<file path="src/tpbd_pkg.sv">
`timescale 1ns / 1ps
// ----------------------------------------------------------------------------
// tpbd_pkg
// Shared widths, codes, register indexes and defaults of the touch detector.
// ----------------------------------------------------------------------------
package tpbd_pkg;

    localparam int ADC_W   = 12;
    localparam int PR_W    = 13;
    localparam int TIME_W  = 32;
    localparam int STAT_W  = 3;
    localparam int SX_W    = 9;
    localparam int SY_W    = 8;
    localparam int CFG_AW  = 3;
    localparam int CFG_DW  = 12;

    localparam logic [ADC_W-1:0] ADC_FULL = 12'd4095;

    localparam int DEF_PRESSURE_THRESHOLD = 400;
    localparam int DEF_SAMPLE_INTERVAL_MS = 50;
    localparam int DEF_SCREEN_COLUMNS     = 320;
    localparam int DEF_SCREEN_ROWS        = 240;

    localparam logic [STAT_W-1:0] ST_RELEASED = 3'd0;
    localparam logic [STAT_W-1:0] ST_HELD     = 3'd1;
    localparam logic [STAT_W-1:0] ST_RATE     = 3'd2;
    localparam logic [STAT_W-1:0] ST_REJECTED = 3'd3;
    localparam logic [STAT_W-1:0] ST_OUTSIDE  = 3'd4;
    localparam logic [STAT_W-1:0] ST_PRESSED  = 3'd5;

    localparam logic [CFG_AW-1:0] CFG_X_MIN  = 3'd0;
    localparam logic [CFG_AW-1:0] CFG_X_MAX  = 3'd1;
    localparam logic [CFG_AW-1:0] CFG_Y_MIN  = 3'd2;
    localparam logic [CFG_AW-1:0] CFG_Y_MAX  = 3'd3;
    localparam logic [CFG_AW-1:0] CFG_LEFT   = 3'd4;
    localparam logic [CFG_AW-1:0] CFG_TOP    = 3'd5;
    localparam logic [CFG_AW-1:0] CFG_WIDTH  = 3'd6;
    localparam logic [CFG_AW-1:0] CFG_HEIGHT = 3'd7;

    localparam logic [ADC_W-1:0] RST_CAL_MIN = 12'd200;
    localparam logic [ADC_W-1:0] RST_CAL_MAX = 12'd3900;
    localparam logic [SX_W-1:0]  RST_LEFT    = 9'd0;
    localparam logic [SY_W-1:0]  RST_TOP     = 8'd0;
    localparam logic [SX_W-1:0]  RST_WIDTH   = 9'd320;
    localparam logic [SY_W-1:0]  RST_HEIGHT  = 8'd60;

endpackage

</file>
<file path="src/tpbd_pair_filter.sv">
`timescale 1ns / 1ps
// ----------------------------------------------------------------------------
// tpbd_pair_filter
// Averages the closest pair of three readings; ties favor ab, then ac.
// ----------------------------------------------------------------------------
module tpbd_pair_filter (
    input  logic [tpbd_pkg::ADC_W-1:0] i_a,
    input  logic [tpbd_pkg::ADC_W-1:0] i_b,
    input  logic [tpbd_pkg::ADC_W-1:0] i_c,
    output logic [tpbd_pkg::ADC_W-1:0] o_mean
);
    import tpbd_pkg::*;

    logic [ADC_W-1:0] w_ab;
    logic [ADC_W-1:0] w_ac;
    logic [ADC_W-1:0] w_bc;
    logic [ADC_W:0]   w_sum;

    assign w_ab = (i_a > i_b) ? i_a - i_b : i_b - i_a;
    assign w_ac = (i_a > i_c) ? i_a - i_c : i_c - i_a;
    assign w_bc = (i_b > i_c) ? i_b - i_c : i_c - i_b;

    always_comb begin
        if (w_ab <= w_ac && w_ab <= w_bc) begin
            w_sum = {1'b0, i_a} + {1'b0, i_b};
        end else if (w_ac <= w_bc) begin
            w_sum = {1'b0, i_a} + {1'b0, i_c};
        end else begin
            w_sum = {1'b0, i_b} + {1'b0, i_c};
        end
    end

    assign o_mean = w_sum[ADC_W:1];

endmodule

</file>
<file path="src/tpbd_axis_map.sv">
`timescale 1ns / 1ps
// ----------------------------------------------------------------------------
// tpbd_axis_map
// Maps a raw reading to a clamped pixel index: bit-serial shift-add multiply
// by (SPAN-1), then bit-serial restoring divide by the calibration run.
// ----------------------------------------------------------------------------
module tpbd_axis_map #(
    parameter int SPAN = tpbd_pkg::DEF_SCREEN_COLUMNS
) (
    input  logic                       i_clk,
    input  logic                       i_rst_n,
    input  logic                       i_start,
    input  logic [tpbd_pkg::ADC_W-1:0] i_raw,
    input  logic [tpbd_pkg::ADC_W-1:0] i_lo,
    input  logic [tpbd_pkg::ADC_W-1:0] i_hi,
    output logic                       o_done,
    output logic [tpbd_pkg::ADC_W-1:0] o_pix
);
    import tpbd_pkg::*;

    localparam int               PW      = 2 * ADC_W;
    localparam logic [ADC_W-1:0] SPAN_M1 = ADC_W'(SPAN - 1);
    localparam logic [4:0]       MUL_END = 5'(ADC_W - 1);
    localparam logic [4:0]       DIV_END = 5'(PW - 1);

    logic             r_busy;
    logic             r_div;
    logic [4:0]       r_cnt;
    logic [ADC_W-1:0] r_mcand;
    logic [ADC_W-1:0] r_mplier;
    logic [PW-1:0]    r_acc;
    logic [ADC_W-1:0] r_rem;
    logic [ADC_W-1:0] r_dvsr;
    logic             r_zero;
    logic             r_done;
    logic [ADC_W-1:0] r_pix;

    logic [ADC_W:0]   w_diff;
    logic [ADC_W:0]   w_run;
    logic [ADC_W:0]   w_diff_mag;
    logic [ADC_W:0]   w_run_mag;
    logic [ADC_W:0]   n_sum;
    logic [ADC_W+1:0] n_trial;
    logic [ADC_W:0]   n_shift;
    logic [PW-1:0]    n_quo;

    assign w_diff     = {1'b0, i_raw} - {1'b0, i_lo};
    assign w_run      = {1'b0, i_hi} - {1'b0, i_lo};
    assign w_diff_mag = w_diff[ADC_W] ? -w_diff : w_diff;
    assign w_run_mag  = w_run[ADC_W] ? -w_run : w_run;

    assign n_sum   = {1'b0, r_acc[PW-1:ADC_W]} + (r_mplier[0] ? {1'b0, r_mcand} : '0);
    assign n_shift = {r_rem, r_acc[PW-1]};
    assign n_trial = {1'b0, n_shift} - {2'b00, r_dvsr};
    assign n_quo   = {r_acc[PW-2:0], ~n_trial[ADC_W+1]};

    always_ff @(posedge i_clk) begin
        if (!i_rst_n) begin
            r_busy <= 1'b0;
            r_div  <= 1'b0;
            r_cnt  <= '0;
            r_done <= 1'b0;
        end else begin
            r_done <= 1'b0;
            if (i_start) begin
                r_busy <= 1'b1;
                r_div  <= 1'b0;
                r_cnt  <= '0;
            end else if (r_busy) begin
                if (!r_div) begin
                    if (r_cnt == MUL_END) begin
                        r_div <= 1'b1;
                        r_cnt <= '0;
                    end else begin
                        r_cnt <= r_cnt + 5'd1;
                    end
                end else begin
                    if (r_cnt == DIV_END) begin
                        r_busy <= 1'b0;
                        r_done <= 1'b1;
                    end else begin
                        r_cnt <= r_cnt + 5'd1;
                    end
                end
            end
        end
    end

    always_ff @(posedge i_clk) begin
        if (i_start) begin
            r_mcand  <= w_diff_mag[ADC_W-1:0];
            r_mplier <= SPAN_M1;
            r_acc    <= '0;
            r_rem    <= '0;
            r_dvsr   <= w_run_mag[ADC_W-1:0];
            r_zero   <= (w_run == '0) || (w_diff[ADC_W] ^ w_run[ADC_W]);
        end else if (r_busy && !r_div) begin
            r_acc    <= {n_sum, r_acc[ADC_W-1:1]};
            r_mplier <= r_mplier >> 1;
        end else if (r_busy) begin
            r_acc <= n_quo;
            if (n_trial[ADC_W+1]) begin
                r_rem <= n_shift[ADC_W-1:0];
            end else begin
                r_rem <= n_trial[ADC_W-1:0];
            end
            if (r_cnt == DIV_END) begin
                if (r_zero) begin
                    r_pix <= '0;
                end else if (n_quo > PW'(SPAN_M1)) begin
                    r_pix <= SPAN_M1;
                end else begin
                    r_pix <= n_quo[ADC_W-1:0];
                end
            end
        end
    end

    assign o_done = r_done;
    assign o_pix  = r_pix;

endmodule

</file>
<file path="src/touch_press_button_detector_unit.sv">
`timescale 1ns / 1ps
// ----------------------------------------------------------------------------
// touch_press_button_detector_unit
// Touch panel press detector: debounce, rate limit, filter, map, hit test.
// ----------------------------------------------------------------------------
// Input channel (i_in_valid / o_in_stall) takes one panel snapshot per
// request; output channel (o_out_valid / i_out_stall) returns one status
// request with screen and raw coordinates and pressure.
// Config port: write i_cfg_data to register i_cfg_index when i_cfg_we is
// high; write only while the block is idle.
// One snapshot is in flight at a time. Released, held, rate limited and
// rejected results go from the evaluate state to the done state; mapped
// results wait in the map state for the two bit-serial axis units (12
// multiply steps plus 24 divide steps, X and Y in parallel). The next
// snapshot is taken the cycle after the result enters the output register.
// A stalled result holds in the output register; the block waits in its
// final state until the register frees.
// Synchronous reset clears touch latch, sample time, handshake state and
// restores the calibration and button registers to their defaults.
// ----------------------------------------------------------------------------
module touch_press_button_detector_unit #(
    parameter int PRESSURE_THRESHOLD = tpbd_pkg::DEF_PRESSURE_THRESHOLD,
    parameter int SAMPLE_INTERVAL_MS = tpbd_pkg::DEF_SAMPLE_INTERVAL_MS,
    parameter int SCREEN_COLUMNS     = tpbd_pkg::DEF_SCREEN_COLUMNS,
    parameter int SCREEN_ROWS        = tpbd_pkg::DEF_SCREEN_ROWS
) (
    input  logic                        i_clk,
    input  logic                        i_rst_n,
    input  logic                        i_cfg_we,
    input  logic [tpbd_pkg::CFG_AW-1:0] i_cfg_index,
    input  logic [tpbd_pkg::CFG_DW-1:0] i_cfg_data,
    input  logic                        i_in_valid,
    output logic                        o_in_stall,
    input  logic                        i_irq_down,
    input  logic [tpbd_pkg::TIME_W-1:0] i_now_ms,
    input  logic [tpbd_pkg::ADC_W-1:0]  i_z1_sample,
    input  logic [tpbd_pkg::ADC_W-1:0]  i_z2_sample,
    input  logic [tpbd_pkg::ADC_W-1:0]  i_x_sample_a,
    input  logic [tpbd_pkg::ADC_W-1:0]  i_x_sample_b,
    input  logic [tpbd_pkg::ADC_W-1:0]  i_x_sample_c,
    input  logic [tpbd_pkg::ADC_W-1:0]  i_y_sample_a,
    input  logic [tpbd_pkg::ADC_W-1:0]  i_y_sample_b,
    input  logic [tpbd_pkg::ADC_W-1:0]  i_y_sample_c,
    output logic                        o_out_valid,
    input  logic                        i_out_stall,
    output logic [tpbd_pkg::STAT_W-1:0] o_status,
    output logic [tpbd_pkg::SX_W-1:0]   o_screen_x,
    output logic [tpbd_pkg::SY_W-1:0]   o_screen_y,
    output logic [tpbd_pkg::ADC_W-1:0]  o_raw_x,
    output logic [tpbd_pkg::ADC_W-1:0]  o_raw_y,
    output logic [tpbd_pkg::PR_W-1:0]   o_pressure
);
    import tpbd_pkg::*;

    localparam logic [1:0] S_IDLE = 2'd0;
    localparam logic [1:0] S_EVAL = 2'd1;
    localparam logic [1:0] S_MAP  = 2'd2;
    localparam logic [1:0] S_DONE = 2'd3;

    localparam logic [PR_W-1:0]   PR_THR   = PR_W'(PRESSURE_THRESHOLD);
    localparam logic [TIME_W-1:0] INTERVAL = TIME_W'(SAMPLE_INTERVAL_MS);

    logic [1:0]        r_state;
    logic              r_latched;
    logic [TIME_W-1:0] r_last;
    logic              r_out_valid;

    logic [ADC_W-1:0]  r_cal_x_min;
    logic [ADC_W-1:0]  r_cal_x_max;
    logic [ADC_W-1:0]  r_cal_y_min;
    logic [ADC_W-1:0]  r_cal_y_max;
    logic [SX_W-1:0]   r_btn_left;
    logic [SY_W-1:0]   r_btn_top;
    logic [SX_W-1:0]   r_btn_width;
    logic [SY_W-1:0]   r_btn_height;

    logic              r_irq;
    logic [TIME_W-1:0] r_now;
    logic [ADC_W-1:0]  r_z1;
    logic [ADC_W-1:0]  r_z2;
    logic [ADC_W-1:0]  r_xa;
    logic [ADC_W-1:0]  r_xb;
    logic [ADC_W-1:0]  r_xc;
    logic [ADC_W-1:0]  r_ya;
    logic [ADC_W-1:0]  r_yb;
    logic [ADC_W-1:0]  r_yc;

    logic [STAT_W-1:0] r_res_status;
    logic [SX_W-1:0]   r_res_sx;
    logic [SY_W-1:0]   r_res_sy;
    logic [ADC_W-1:0]  r_res_rx;
    logic [ADC_W-1:0]  r_res_ry;
    logic [PR_W-1:0]   r_res_pr;

    logic [STAT_W-1:0] r_out_status;
    logic [SX_W-1:0]   r_out_sx;
    logic [SY_W-1:0]   r_out_sy;
    logic [ADC_W-1:0]  r_out_rx;
    logic [ADC_W-1:0]  r_out_ry;
    logic [PR_W-1:0]   r_out_pr;

    logic              w_accept;
    logic [ADC_W-1:0]  w_fx;
    logic [ADC_W-1:0]  w_fy;
    logic [PR_W-1:0]   w_pr;
    logic [TIME_W-1:0] w_elapsed;
    logic              w_rate_ok;
    logic              w_pr_ok;
    logic              w_axis_ok;
    logic              w_map_start;
    logic              w_x_done;
    logic              w_y_done;
    logic [ADC_W-1:0]  w_px;
    logic [ADC_W-1:0]  w_py;
    logic              w_inside;
    logic              w_load;

    assign w_accept  = i_in_valid && (r_state == S_IDLE);
    assign w_pr      = {1'b0, r_z1} + {1'b0, ADC_FULL} - {1'b0, r_z2};
    assign w_elapsed = r_now - r_last;
    assign w_rate_ok = w_elapsed >= INTERVAL;
    assign w_pr_ok   = w_pr >= PR_THR;
    assign w_axis_ok = (w_fx != '0) && (w_fx != ADC_FULL) &&
                       (w_fy != '0) && (w_fy != ADC_FULL);
    assign w_map_start = (r_state == S_EVAL) && r_irq && !r_latched &&
                         w_rate_ok && w_pr_ok && w_axis_ok;
    assign w_load    = (r_state == S_DONE) && (!r_out_valid || !i_out_stall);

    assign w_inside = ({1'b0, w_px} >= {4'b0, r_btn_left}) &&
                      ({1'b0, w_px} < ({4'b0, r_btn_left} + {4'b0, r_btn_width})) &&
                      ({1'b0, w_py} >= {5'b0, r_btn_top}) &&
                      ({1'b0, w_py} < ({5'b0, r_btn_top} + {5'b0, r_btn_height}));

    tpbd_pair_filter u_filt_x (
        .i_a    (r_xa),
        .i_b    (r_xb),
        .i_c    (r_xc),
        .o_mean (w_fx)
    );

    tpbd_pair_filter u_filt_y (
        .i_a    (r_ya),
        .i_b    (r_yb),
        .i_c    (r_yc),
        .o_mean (w_fy)
    );

    tpbd_axis_map #(
        .SPAN (SCREEN_COLUMNS)
    ) u_map_x (
        .i_clk   (i_clk),
        .i_rst_n (i_rst_n),
        .i_start (w_map_start),
        .i_raw   (w_fx),
        .i_lo    (r_cal_x_min),
        .i_hi    (r_cal_x_max),
        .o_done  (w_x_done),
        .o_pix   (w_px)
    );

    tpbd_axis_map #(
        .SPAN (SCREEN_ROWS)
    ) u_map_y (
        .i_clk   (i_clk),
        .i_rst_n (i_rst_n),
        .i_start (w_map_start),
        .i_raw   (w_fy),
        .i_lo    (r_cal_y_min),
        .i_hi    (r_cal_y_max),
        .o_done  (w_y_done),
        .o_pix   (w_py)
    );

    // configuration registers
    always_ff @(posedge i_clk) begin
        if (!i_rst_n) begin
            r_cal_x_min  <= RST_CAL_MIN;
            r_cal_x_max  <= RST_CAL_MAX;
            r_cal_y_min  <= RST_CAL_MIN;
            r_cal_y_max  <= RST_CAL_MAX;
            r_btn_left   <= RST_LEFT;
            r_btn_top    <= RST_TOP;
            r_btn_width  <= RST_WIDTH;
            r_btn_height <= RST_HEIGHT;
        end else if (i_cfg_we) begin
            case (i_cfg_index)
                CFG_X_MIN:  r_cal_x_min  <= i_cfg_data;
                CFG_X_MAX:  r_cal_x_max  <= i_cfg_data;
                CFG_Y_MIN:  r_cal_y_min  <= i_cfg_data;
                CFG_Y_MAX:  r_cal_y_max  <= i_cfg_data;
                CFG_LEFT:   r_btn_left   <= i_cfg_data[SX_W-1:0];
                CFG_TOP:    r_btn_top    <= i_cfg_data[SY_W-1:0];
                CFG_WIDTH:  r_btn_width  <= i_cfg_data[SX_W-1:0];
                CFG_HEIGHT: r_btn_height <= i_cfg_data[SY_W-1:0];
                default: ;
            endcase
        end
    end

    // control
    always_ff @(posedge i_clk) begin
        if (!i_rst_n) begin
            r_state     <= S_IDLE;
            r_latched   <= 1'b0;
            r_last      <= '0;
            r_out_valid <= 1'b0;
        end else begin
            if (w_load) begin
                r_out_valid <= 1'b1;
            end else if (!i_out_stall) begin
                r_out_valid <= 1'b0;
            end
            case (r_state)
                S_IDLE: begin
                    if (w_accept) begin
                        r_state <= S_EVAL;
                    end
                end
                S_EVAL: begin
                    if (!r_irq) begin
                        r_latched <= 1'b0;
                        r_state   <= S_DONE;
                    end else if (r_latched || !w_rate_ok) begin
                        r_state <= S_DONE;
                    end else begin
                        r_last <= r_now;
                        if (w_map_start) begin
                            r_latched <= 1'b1;
                            r_state   <= S_MAP;
                        end else begin
                            r_state <= S_DONE;
                        end
                    end
                end
                S_MAP: begin
                    if (w_x_done && w_y_done) begin
                        r_state <= S_DONE;
                    end
                end
                S_DONE: begin
                    if (w_load) begin
                        r_state <= S_IDLE;
                    end
                end
                default: r_state <= S_IDLE;
            endcase
        end
    end

    // payload
    always_ff @(posedge i_clk) begin
        if (w_accept) begin
            r_irq <= i_irq_down;
            r_now <= i_now_ms;
            r_z1  <= i_z1_sample;
            r_z2  <= i_z2_sample;
            r_xa  <= i_x_sample_a;
            r_xb  <= i_x_sample_b;
            r_xc  <= i_x_sample_c;
            r_ya  <= i_y_sample_a;
            r_yb  <= i_y_sample_b;
            r_yc  <= i_y_sample_c;
        end
        if (r_state == S_EVAL) begin
            r_res_sx <= '0;
            r_res_sy <= '0;
            r_res_rx <= '0;
            r_res_ry <= '0;
            r_res_pr <= '0;
            if (!r_irq) begin
                r_res_status <= ST_RELEASED;
            end else if (r_latched) begin
                r_res_status <= ST_HELD;
            end else if (!w_rate_ok) begin
                r_res_status <= ST_RATE;
            end else begin
                r_res_status <= ST_REJECTED;
                r_res_pr     <= w_pr;
                r_res_rx     <= w_fx;
                r_res_ry     <= w_fy;
            end
        end
        if (r_state == S_MAP && w_x_done && w_y_done) begin
            r_res_status <= w_inside ? ST_PRESSED : ST_OUTSIDE;
            r_res_sx     <= w_px[SX_W-1:0];
            r_res_sy     <= w_py[SY_W-1:0];
        end else if (r_state == S_DONE && r_res_status == ST_REJECTED) begin
            r_res_rx <= '0;
            r_res_ry <= '0;
        end
        if (w_load) begin
            r_out_status <= r_res_status;
            r_out_sx     <= r_res_sx;
            r_out_sy     <= r_res_sy;
            r_out_rx     <= (r_res_status == ST_REJECTED) ? '0 : r_res_rx;
            r_out_ry     <= (r_res_status == ST_REJECTED) ? '0 : r_res_ry;
            r_out_pr     <= r_res_pr;
        end
    end

    assign o_in_stall  = (r_state != S_IDLE);
    assign o_out_valid = r_out_valid;
    assign o_status    = r_out_status;
    assign o_screen_x  = r_out_sx;
    assign o_screen_y  = r_out_sy;
    assign o_raw_x     = r_out_rx;
    assign o_raw_y     = r_out_ry;
    assign o_pressure  = r_out_pr;

endmodule
</file>
<file path="config.mk">
export PLATFORM = sky130hd
export DESIGN_NAME = touch_press_button_detector_unit
export DESIGN_NICKNAME = d
export VERILOG_FILES = /design/src/tpbd_pkg.sv /design/src/tpbd_pair_filter.sv /design/src/tpbd_axis_map.sv /design/src/touch_press_button_detector_unit.sv
export SDC_FILE = /design/constraint.sdc
export NUM_CORES = 2
export LEC_CHECK = 0
export BUFFER_PORTS_ARGS = -buffer_cell sky130_fd_sc_hd__buf_4
export CAP_MARGIN = 0
export CORE_MARGIN = 2
export CORE_UTILIZATION = 39
export CTS_CLUSTER_SIZE = 12
export DETAILED_ROUTE_END_ITERATION = 10
export PLACE_DENSITY = 0.6
export SYNTH_ARGS = -nofsm -noshare
export SYNTH_HDL_FRONTEND = slang
export SYNTH_SLANG_ARGS = --single-unit
</file>
<file path="constraint.sdc">
create_clock -name i_clk -period 18.8 [get_ports i_clk]
set_input_delay 0.94 -clock i_clk [delete_from_list [all_inputs] [get_ports i_clk]]
set_output_delay 0.94 -clock i_clk [all_outputs]
set_load 0.05 [all_outputs]
</file>
# Word level (Yosys, flattened, before mapping)
# Cells that the tools add are included.
# Widths: inputs -> output; s select.
# classes
n_eq_ne,25
n_bitwise,15
mux,78
n_lt_le_gt_ge,20
reduce_logical,64
addsub,37
# op_table
op,n
$mux 12,26
$sub 12x12->12,12
$mux 24,4
$add 12x12->13,6
$gt 12x12->1,6
$le 12x12->1,6
$mux 13,4
$sub 12x12->13,4
$neg 12->12,4
$ge 32x6->1 const B,1
$sub 32x32->32,1
$mux 5,6
$sub 13x12->14,2
$mux 9,3
$add 12x13->13,2
$logic_not 13->1,2
$gt 24x8->1 const B,1
$gt 24x9->1 const B,1
$mux 1,24
$mux 8,3
$ne 12x12->1 const B,2
$reduce_and 2->1,12
$reduce_bool 12->1,2
$logic_and 1x1->1,21
other kinds (34),84
# totals
inputBits,149
reg_bits,540
output_inout_bits,59

# Longest topological paths before layout
# depth
depth_word,14
depth_mapped,45
ltp_nobuf,41

# Cells and area by module
# From an unflattened synthesis, not the netlist that was laid out.
# unflattened
cells_unflattened,4399
hier_area_um2,39693.1
# modules_own_cells
module,area_per_inst_um2,cells_per_inst,instances
touch_press_button_detector_unit,17025.1,1616,1
tpbd_axis_map (u_map_y),6257.3,719,1
tpbd_axis_map (u_map_x),6052.1,685,1
tpbd_pair_filter (u_filt_x),5312.6,708,1
tpbd_pair_filter (u_filt_y),5046.1,671,1

# Least setup slack after synthesis
# OpenSTA, ideal clock, no wires.
# synth_path
path_type,register to register
from,register r_yb[0]
to,"register u_map_x.r_dvsr[0], enable pin"
slack_ns,8.480
synth_period_minus_slack_ns,10.320
setup_time_ns,0.458
t_arrival_ns,9.862
n_path_buf,4
path_stages_with_launch,38
cell_sequence,edfxtp_1 > inv_1 > ha_1 > inv_1 > fa_1 > a21o_1 > a21o_1 > a21o_1 > a21o_1 > a21o_1 > a21o_1 > a221oi_1 > a41o_1 > clkbuf_1 > clkbuf_1 > mux2i_1 > xor2_1 > ha_1 > (+2 left out) > a221oi_1 > a32oi_2 > clkbuf_1 > nand2_1 > o21ai_0 > ha_1 > a21o_1 > a21o_1 > a211o_1 > a31o_2 > a22o_1 > a31oi_1 > nor4b_1 > or4_1 > nand4_1 > nand2_1 > clkbuf_1 > nor2_1
# synth_via
elab_chain_len,9
word_cells_on_any_way,21
# synth_rtl
element,line_no,rtl
from (decl),touch_press_button_detector_unit.sv:85,logic [ADC_W-1:0] r_yb;
from (signal assigned),touch_press_button_detector_unit.sv:261,r_yb <= i_y_sample_b;
$sub 12x12->12 (tied with other cells),tpbd_pair_filter.sv:21,assign w_bc = (i_b > i_c) ? i_b - i_c : i_c - i_b;
$mux 12 (on tied branches),"tpbd_pair_filter.sv:21, tpbd_pair_filter.sv:19",
$le 12x12->1 (on tied branches),"tpbd_pair_filter.sv:26, tpbd_pair_filter.sv:24",
$mux 13 or $logic_and 1x1->1 (tied branches),"tpbd_pair_filter.sv:26, tpbd_pair_filter.sv:24",
$mux 13 *,tpbd_pair_filter.sv:24,if (w_ab <= w_ac && w_ab <= w_bc) begin
$reduce_bool 12->1,touch_press_button_detector_unit.sv:124,(w_fy != '0) && (w_fy != ADC_FULL);
$logic_and 1x1->1,touch_press_button_detector_unit.sv:123,assign w_axis_ok = (w_fx != '0) && (w_fx != ADC_FULL) &&
$logic_and 1x1->1 *,touch_press_button_detector_unit.sv:124,
$logic_and 1x1->1 *,touch_press_button_detector_unit.sv:126,w_rate_ok && w_pr_ok && w_axis_ok;
via u_map_x.i_start,tpbd_axis_map.sv:12,"input logic i_start,"
to (signal assigned),tpbd_axis_map.sv:95,r_dvsr <= w_run_mag[ADC_W-1:0];
to (decl),tpbd_axis_map.sv:33,logic [ADC_W-1:0] r_dvsr;
# Mark *: on every way through the listed nets, which the timed path passes. The rest lies on a longest branch.
# A chain may end at the register's enable or synchronous reset.

# Worst setup path after layout
# layout_path
from,register r_xb[0]
to,"register u_map_x.r_pix[7], in the netlist u_map_x.o_pix[7], enable pin"
# layout_via
elab_chain_len,12
word_cells_on_any_way,24
# layout_rtl
element,line_no,rtl
from (decl),touch_press_button_detector_unit.sv:82,logic [ADC_W-1:0] r_xb;
from (signal assigned),touch_press_button_detector_unit.sv:258,r_xb <= i_x_sample_b;
$sub 12x12->12 (tied with other cells),tpbd_pair_filter.sv:21,
$mux 12 (on tied branches),"tpbd_pair_filter.sv:21, tpbd_pair_filter.sv:19",
$le 12x12->1 (on tied branches),"tpbd_pair_filter.sv:26, tpbd_pair_filter.sv:24",
$mux 13 or $logic_and 1x1->1 (tied branches),"tpbd_pair_filter.sv:26, tpbd_pair_filter.sv:24",
$mux 13 *,tpbd_pair_filter.sv:24,
$ne 12x12->1 or $reduce_bool 12->1 (tied branches),touch_press_button_detector_unit.sv:123,
$logic_and 1x1->1 * (2 in series),touch_press_button_detector_unit.sv:123,
$logic_and 1x1->1 *,touch_press_button_detector_unit.sv:124,
$logic_and 1x1->1 *,touch_press_button_detector_unit.sv:126,
$not 1->1 (no source line) *,-,
$reduce_and 4->1 (no source line) *,-,
to (signal assigned),tpbd_axis_map.sv:113,r_pix <= n_quo[ADC_W-1:0];
to (decl),tpbd_axis_map.sv:36,logic [ADC_W-1:0] r_pix;
# Mark *: on every way between the ends. The rest lies on a longest branch, timed or not.

==> summary.md <==
| Metric | Value |
|---|---|
| Run status | complete, no violations |
| Tightest Pin Transition | 1.15 ns |
| F_max | 93.1 MHz |
| CP Launch Type | flip-flop |
| Core area | 100000 um^2 |
| Synth area leaders | edfxtp_1 22%, ha_1 14%, dfxtp_1 13% |
| Largest net degree at the start of global routing | 92 |
| Slowest cell on crit path | a21oi_1 |
| Post-route ant nets | 0 |
| Mean post-synth cell area | 9.19 um^2 |
| Most common cell after layout, fill and taps aside | ha_1 |
| Max-Cap Viols | 0 |
| Initial Utilization | 39.3% |
| Post-synthesis sequential area ratio | 35.0% |
| Reg clk slew, reported paths | 0.06 ns |
| DRC viols | 0 |
| Area growth, synth to finish | 12.7% |
| IO Count | 208 |
| DPL Wire Length | 84500 um |
| Final min period | 10.74 ns |
| Crit-path max cell delay | 0.89 ns |
| CTS H-tree lvls | 3 |
| Vias per std cell | 5.46 |
| Total track usage | 21.0% |
| Placer Congestion | 0.904 |
| Die Ht | 321 um |
| Full die area | 103000 um^2 |
| Total Nets Final | 5048 |
| Area share of the largest cell type after synthesis | 22.4% |
| Final Instance Count excl. Fillers | 5769 |
| CTS tree | done |
| Crit. End Element | flip-flop |
| Seq cells post-synth | 540 |
| Clk_skew | 0.0299 ns |
| Top FF cell, synth | edfxtp_1 |
| Routed Wire Length | 110000 um |
| Final hold slack | 0.418 ns |
| Vias in the first global route | 30.1k |
| Highest net fanout along the worst path | 43 |
| Syn. warnings | 0 |
| Critical path class | reg2reg |
| Post-CTS Setup Inserts | 0 |
| Clk_lat worst skew | 0.65 ns |
| Routed via count | 31.5k |
| Cell taking the most area after synthesis | edfxtp_1 |
| Layout cells sized above 1 | 10.0% |
| Data required, critical path | 19.07 ns |
| Row Count | 116 |
| Die X | 321 um |
| Routed wire length per instance | 19.1 um |
| Final hold viol count | 0 |
| Asr flop ratio synth | 0% |
| Setup_tns | 0 ns |
| RSZ-0062 raised after global routing | false |
| First-pass DRT Iterations | 6 |
| Post-Syn Area | 39300 um^2 |
| Post-layout util | 44.3% |
| Crit path DAT | 11.01 ns |
| Commonest non-fill, non-tap cells in the layout | 455 x ha_1, 390 x nand2_1, 364 x inv_1, 293 x edfxtp_1, 271 x a21oi_1 |
| IO Port Bufs | 207 |
| CTS Buf Count | 67 |
| Period Utilization, post-route | 57.1% |
| # setup viols final | 0 |
| Post-synth EDFFs | 293 |
| Netlist cell types | 93 |
| DP Cell Count | 5645 |
| First-pass GRT wire length | 172000 um |
| HP Class | reg2reg |
| Hold_buf cts | 0 |
| Remaining global-route overflow | 0 |
| Max Slew Vio Count | 0 |
| Clk root buf | clkbuf_16 |
| CTS Buffer Depth | 3 |
| PostCTS Resize Cnt | 0 |
| Iter 0 DRT Violations | 2430 |
| Most common cell on crit path | a21o_1 |
| CTS Sinks | 540 |
| Cell count after synthesis | 4272 |
| Initial antenna violation count | 2 |
| Max-Slew Margin vs Limit | 22.8% |
-- final cells by class --
cell class / instances / area [um^2]
sequential: 540 / 13700
antenna: 2 / 5.00
multi-input combinational: 3209 / 23500
clock buffer: 83 / 1770
fill: 9644 / 55700
tap: 1298 / 1620
clock inverter: 39 / 510
timing repair buffer: 233 / 1750
inverter: 365 / 1370
-- path summary, 6_finish.rpt --
check	startpoint	endpoint	slack, ns	cells after the start
hold / removal	r_res_sy[7]	o_screen_y[7]	0.42	0
setup reg to reg	r_xb[0]	u_map_x.o_pix[7]	8.06	34
hold reg to reg	r_res_sy[7]	o_screen_y[7]	0.42	0
setup / recovery	r_xb[0]	u_map_x.o_pix[7]	8.06	34
-- synthesized netlist by cell type, drive strengths merged (12+ instances only) --
library cell	instances
ha	455
nand2	390
inv	365
edfxtp	293
a21oi	272
nor2	264
dfxtp	247
o21ai	200
a21o	148
xnor2	133
clkbuf	124
mux2i	119
and2	92
nor2b	92
a21boi	84
nand3	77
xor2	76
nor3	71
a211oi	67
nand4	49
o211ai	46
nand2b	44
o21bai	43
buf	40
a221oi	34
o21a	30
fa	28
nor4	26
and3	24
a22oi	21
or3	21
mux2	20
a31oi	18
o31ai	16
or2	15
or4	14
o22ai	13
a211o	12
and4	12
o221a	12
-- critical path: cells and delay by family (launching register included) --
kind	cells	cell delay (ns)
AO/OA/AOI/OAI	16	4.70
AND/OR/NAND/NOR	8	2.49
adder cells (fa/ha/maj)	4	1.25
buffers and inverters	4	0.95
flip-flops	1	0.48
multiplexers	2	0.41
-- flip-flops by register name, indices dropped and copies added (netlist names), 13 cells and up --
name,count
r_last,32
r_now,32
u_map_x.r_acc,24
u_map_y.r_acc,24
o_pressure,13
r_res_pr,13
-- per-stage QoR --
| step | worst slack [ns] | cell area [um^2] |
|---|---|---|
| after global routing | 7.39 | 44300 |
| after CTS | 8.26 | 44300 |
| after floorplan | 8.48 | 39300 |
| after detailed placement | 8.24 | 42000 |
| final | 8.06 | 44300 |
| after global placement | 8.51 | 42000 |
-- kinds of logic after synthesis --
family / Yosys count / share of synthesized area [%]
buf+inv: 529 / 5.35
xor+xnor: 209 / 4.66
flops: 540 / 35.0
compound gates: 1141 / 20.1
mux: 139 / 3.62
simple gates: 1230 / 15.3
fa+ha+maj: 483 / 15.9
other cells: 1 / 0.00955
-- routing by layer --
metal  up-vias  track usage (%)  share of wire [%]
met4         0             8.05                3.9
met2       729             33.9                 45
met1     14939             28.4                 46
met3       169             3.14                4.7
li1      15683                -                  -
met5         -                0                  0
Power is not shown: default switching activity piles up to over one toggle a cycle in this logic, so the estimate is an artifact.
